**src/design/rsgi_pkg.sv**
```systemverilog
// Shared constants, types and the exp(-u) sample table of the Gaussian Riemann sum unit.
package rsgi_pkg;

  localparam int unsigned INDEX_BITS      = 32;
  localparam int unsigned EXP_TABLE_DEPTH = 1024;
  localparam int unsigned EXP_ADDR_BITS   = $clog2(EXP_TABLE_DEPTH);
  localparam int unsigned DIV_BITS        = 34;
  localparam int unsigned DIV_CNT_BITS    = $clog2(DIV_BITS);

  localparam logic [31:0] IDX_MASK = (INDEX_BITS >= 32) ? 32'hFFFF_FFFF :
                                     32'((64'd1 << INDEX_BITS) - 64'd1);
  localparam logic signed [34:0] ZONE_EDGE = 35'sd67108864;
  localparam logic signed [49:0] SUM_MAX = 50'sh0_7FFF_FFFF_FFFF;
  localparam logic signed [49:0] SUM_MIN = -SUM_MAX - 50'sd1;

  localparam logic [1:0] REG_LOWER = 2'd0;
  localparam logic [1:0] REG_UPPER = 2'd1;
  localparam logic [1:0] REG_COUNT = 2'd2;

  typedef enum logic [3:0] {
    ST_IDLE,
    ST_DIV_STEP,
    ST_MUL0,
    ST_MUL1,
    ST_CHK,
    ST_DIV_LO,
    ST_DIV_HI,
    ST_MULX,
    ST_LOADX,
    ST_RUN,
    ST_DRAIN,
    ST_DONE
  } seq_state_e;

  typedef struct packed {
    logic               valid;
    logic signed [31:0] x;
  } point_req_t;

  typedef struct packed {
    logic busy;
    logic sat;
  } pipe_status_t;

  typedef logic [31:0] exp_table_t [EXP_TABLE_DEPTH];

  function automatic logic [63:0] mul_q60(logic [63:0] a, logic [63:0] b);
    logic [127:0] p;
    p = {64'd0, a} * {64'd0, b};
    return p[123:60];
  endfunction

  function automatic exp_table_t build_exp_table();
    exp_table_t  t;
    logic [63:0] d;
    logic [63:0] term;
    logic [63:0] r;
    logic [63:0] e;
    logic [63:0] s;
    d = ((64'h8000_0000_0000_0000 / EXP_TABLE_DEPTH) * 64'd2)
      + (((64'h8000_0000_0000_0000 % EXP_TABLE_DEPTH) * 64'd2) / EXP_TABLE_DEPTH);
    term = 64'd1 << 60;
    r    = 64'd1 << 60;
    e    = 64'd1 << 60;
    for (int k = 1; k <= 24; k++) begin
      term = mul_q60(term, d) / 64'(k);
      if (k % 2 == 1) r = r - term;
      else r = r + term;
    end
    for (int k = 0; k < EXP_TABLE_DEPTH; k++) begin
      s    = (e + (64'd1 << 28)) >> 29;
      t[k] = s[31:0];
      e    = mul_q60(e, r);
    end
    return t;
  endfunction

  localparam exp_table_t EXP_TABLE = build_exp_table();

endpackage

```
**src/design/rsgi_divider.sv**
```systemverilog
// Restoring unsigned divider, one quotient bit per cycle.
module rsgi_divider (
  input  logic                          clk_i,
  input  logic                          rst_ni,
  input  logic                          start_i,
  input  logic [rsgi_pkg::DIV_BITS-1:0] dividend_i,
  input  logic [31:0]                   divisor_i,
  output logic                          done_o,
  output logic [rsgi_pkg::DIV_BITS-1:0] quotient_o
);

  logic                              run_q, run_d;
  logic                              done_q, done_d;
  logic [rsgi_pkg::DIV_CNT_BITS-1:0] cnt_q, cnt_d;
  logic [rsgi_pkg::DIV_BITS-1:0]     quo_q, quo_d;
  logic [31:0]                       rem_q, rem_d;
  logic [31:0]                       dvs_q, dvs_d;
  logic [32:0]                       trial;
  logic                              fits;

  always_comb begin
    trial = {rem_q, quo_q[rsgi_pkg::DIV_BITS-1]};
    fits  = trial >= {1'b0, dvs_q};
    run_d  = run_q;
    done_d = 1'b0;
    cnt_d  = cnt_q;
    quo_d  = quo_q;
    rem_d  = rem_q;
    dvs_d  = dvs_q;
    if (run_q) begin
      rem_d = fits ? 32'(trial - {1'b0, dvs_q}) : trial[31:0];
      quo_d = {quo_q[rsgi_pkg::DIV_BITS-2:0], fits};
      cnt_d = cnt_q + 1'b1;
      if (cnt_q == rsgi_pkg::DIV_CNT_BITS'(rsgi_pkg::DIV_BITS - 1)) begin
        run_d  = 1'b0;
        done_d = 1'b1;
      end
    end else if (start_i) begin
      run_d = 1'b1;
      cnt_d = '0;
      quo_d = dividend_i;
      rem_d = '0;
      dvs_d = divisor_i;
    end
  end

  always_ff @(posedge clk_i or negedge rst_ni) begin
    if (!rst_ni) begin
      run_q  <= 1'b0;
      done_q <= 1'b0;
      cnt_q  <= '0;
    end else begin
      run_q  <= run_d;
      done_q <= done_d;
      cnt_q  <= cnt_d;
    end
  end

  always_ff @(posedge clk_i) begin
    quo_q <= quo_d;
    rem_q <= rem_d;
    dvs_q <= dvs_d;
  end

  assign done_o     = done_q;
  assign quotient_o = quo_q;

endmodule

```
**config.mk**
```make
export PLATFORM = sky130hd
export DESIGN_NAME = rsgi_divider
export DESIGN_NICKNAME = d
export VERILOG_FILES = /design/src/design/rsgi_pkg.sv /design/src/design/rsgi_divider.sv
export SDC_FILE = /design/constraint.sdc
export NUM_CORES = 1
export LEC_CHECK = 0
export BUFFER_PORTS_ARGS = -buffer_cell sky130_fd_sc_hd__clkbuf_2
export CAP_MARGIN = 20
export CORE_MARGIN = 10
export CORE_UTILIZATION = 26
export CTS_BUF_LIST = sky130_fd_sc_hd__clkbuf_4 sky130_fd_sc_hd__clkbuf_8
export DETAILED_ROUTE_END_ITERATION = 12
export GPL_ROUTABILITY_DRIVEN = 0
export SYNTH_ARGS = -nofsm -noshare
export SYNTH_HDL_FRONTEND = slang
export SYNTH_SLANG_ARGS = --single-unit
```
**constraint.sdc**
```tcl
create_clock -name clk_i -period 8.1 [get_ports clk_i]
set_clock_uncertainty 0.15 [all_clocks]
set_input_delay 0 -clock clk_i [delete_from_list [all_inputs] [get_ports clk_i]]
set_output_delay 0 -clock clk_i [all_outputs]
set_load 0.05 [all_outputs]
```
==> results.py <==
metrics = {
    "status": {
        "status": "completed",
    },
    "global_routing": {
        "antenna_found_initial": 0,
        "track_usage_pct": 10.2,
        "grt_first_pass_wirelength_um": 25100,
        "overflow": 0,
        "grt_max_degree": 67,
        "grt_pass1_vias": 4771,
    },
    "power_and_ir_drop": {
        "power_switching_uw": 1500,
        "power-per-cell-area_nw_per_um2": 411,
        "internal-power_uw": 1720,
        "p_leak_uw": 0.00327,
        "clkPwrFrac_pct": 10.7,
        "pwr-share-seq_pct": 32.4,
        "pwr-share-comb_pct": 56.8,
        "ir_drop_uv": 317,
        "switching_share_pct": 46.5,
    },
    "synth": {
        "syn_area_per_cell_um2": 11.4,
        "synth_top_area_cell": "edfxtp_1",
        "post-synth-top-count-cell": "edfxtp_1",
        "synthTopCellsByCount": "edfxtp_1, nand2_1, inv_1, ha_1, mux2_2",
        "netlist_top_cells_area": "edfxtp_1, ha_1, mux2_2",
        "yosysUniqueCellTypes": 56,
        "synth_seq_cells": 106,
        "async_flop_share_pct": 7.55,
        "synth_nets": 639,
        "ys_warn_count": 0,
        "synth_adder_area_share_pct": 7.32,
        "synth_xor_area_share_pct": 3.46,
        "synthFlopType": "edfxtp_1",
        "syn_area_um2": 6080,
        "synth_top_family_by_area": "compound AO/OA/AOI/OAI gates",
        "synth_top_area_share_pct": 48.4,
        "synth_mux_area_share_pct": 6.30,
        "seq_area_frac_synth_pct": 51.7,
        "synth-compound-area-share_pct": 15.6,
        "synth_edf_count": 98,
        "synth_cells": 535,
        "synth-simple-area-share_pct": 11.5,
    },
    "routing": {
        "via_per_inst": 4.47,
        "wl_per_cell_um": 15.0,
        "ant_nets": 0,
        "drt-total-wl_um": 15400,
        "via_count": 4587,
        "drt_iter0_markers": 212,
        "drc": 0,
        "first_pass_iters": 4,
    },
    "sta": {
        "hold_slack_ns": 0.164,
        "max_freq_mhz": 281,
        "tns_ns": 0,
        "max_slew_margin_pct": 38.5,
        "worst_pin_slew_ns": 0.920,
        "min_period_ns": 3.56,
        "hold_violations": 0,
        "finalSetupViolations": 0,
        "drv_slew": 0,
        "fin_crit_sh_pct": 44.0,
        "rsz0062_at_grt": "no",
    },
    "layout": {
        "diodes": 0,
        "final_nets": 812,
        "finalNonFillerCells": 1026,
        "stdcell_area_um2": 7840,
        "final_util_pct": 34.3,
        "syn_to_final_growth_pct": 28.8,
        "drive_above_1_share_pct": 27.8,
    },
    "floorplanning": {
        "die_w_um": 173,
        "start_util_pct": 26.6,
        "coreArea_um2": 22800,
        "dieArea_um2": 29900,
        "num_rows": 55,
        "fp.dieH_um": 173,
        "ioPinCount": 104,
    },
    "critical_path": {
        "critPathCaptureType": "flop",
        "crit_arrival_ns": 3.66,
        "critPathKind": "reg2reg",
        "startpoint_type": "flop",
        "worst_ep_required_time_ns": 8.19,
        "crit_fanout": 20,
    },
    "worst_hold_path": {
        "worstHoldPathType": "in2reg",
    },
    "clock_tree": {
        "cts_buffer_depth": 2,
        "cts.htree.levels": 3,
        "numCtsBuffers": 9,
        "clk_latency_ns": 0.41,
        "tritoncts": "yes",
        "root_buffer": "clkbuf_8",
        "clk_pin_slew_worst_paths_ns": 0.12,
        "clock-sinks": 106,
    },
    "place": {
        "dp_cells": 941,
        "dp_hpwl_um": 10900,
        "port-buffer-count": 103,
        "placed_area_um2": 6940,
    },
    "flow_run": {
        "maxCapViolCount": 0,
    },
}
## power groups by stage
stage | sequential (uW) | clock, uW | combinational [uW]
final | 1040 | 346 | 1830
after global routing | 1070 | 379 | 2030
after global placement | 1050 | 0 | 1800
after detailed placement | 1050 | 0 | 1810
after floorplan | 1330 | 0 | 1180
after CTS | 1040 | 361 | 1840
## worst max-delay path: stages, from the launching register on
cell      delay (ns)
edfxtp_1        0.43
ha_1            0.39
a21o_1          0.21
a21oi_1         0.14
nor2b_1         0.07
o41a_1          0.35
or3_4           0.35
o21ai_4         0.21
a21o_1          0.45
buf_4           0.39
nand2_1         0.11
a21oi_1         0.16
## worst paths after layout
kind	from	end	slack, ns	depth (start not counted)
max	rem_q[17]	rem_q[5]	4.54	11
min	divisor_i[30]	dvs_q[30]	0.16	2
max reg2reg	rem_q[17]	rem_q[5]	4.54	11
min reg2reg	cnt_q[5]	cnt_q[5]	0.34	1
max in group asynchronous	rst_ni	cnt_q[3]	7.11	3
min in group asynchronous	rst_ni	done_o	0.41	3
## layout make-up
type                            instances  area [um^2]
Fill cell                            2342        15000
Sequential cell                       106         3140
Multi-Input combinational cell        372         2690
Timing Repair Buffer                  177         1240
Tap cell                              313          392
Inverter                               42          158
Clock buffer                            9          124
Clock inverter                          7         82.6
## sequential cells by signal, indices dropped and copies added (netlist names)
register,count
cnt_q,6
done_o,1
rem_q,32
run_q,1
dvs_q,32
quotient_o,34
## repair_timing
item / 4_1_cts / 5_1_grt
endpoints found under the hold margin: 81 / 0
resized for setup: 0 / 0
setup endpoints to repair: 0 / 0
hold buffers: 69 / 0
setup buffers: 0 / 0
## through the flow
step	total power (uW)	setup WS [ns]
finish	3220	4.54
global route	3480	4.28
CTS	3250	4.51
detailed placement	2860	4.54
global placement	2850	4.58
floorplan	2510	5.01
## logic make-up (layout without fill, tap and decap cells)
logic type,Yosys count,in the layout
AO/OA/AOI/OAI,140,140
AND/OR/NAND/NOR,139,139
flip-flops,106,106
buffers and inverters,57,235
adder cells (fa/ha/maj),35,35
multiplexers,34,34
XOR/XNOR,24,24
## placed cells by master, fill, tap and decap left out, types with 2 or more instances in the layout
master	instances
nand2_2	16
o211ai_1	6
edfxtp_1	98
a21o_1	16
xor2_1	7
xnor2_1	17
ha_1	34
nand3_1	14
clkbuf_2	103
inv_8	3
a31oi_1	5
a21oi_2	17
dfrtp_1	8
nor2_1	23
a311oi_1	2
nand2b_1	5
mux2_2	34
dlygate4sd3_1	69
o21a_1	3
a21boi_0	3
o2111ai_1	2
o22ai_1	2
o21bai_1	5
o31ai_1	4
nor3_1	5
a211oi_1	6
or3_1	5
nand2_1	45
nor2b_1	7
a211o_1	2
clkbuf_8	9
buf_4	5
a21oi_1	32
o21ai_1	8
nand4_1	6
o21ai_0	18
clkinv_8	2
inv_1	41
and3_1	5
## routing by layer
metal	vias to the layer above	GRT usage (%)	share of wire [%]
met3	12	3.99	7.9
met2	131	15.8	44
li1	2310	-	-
met5	-	0	0
met4	0	2.80	1.2
met1	2134	12.9	47
No activity file was read; power rests on OpenSTA's default activity.
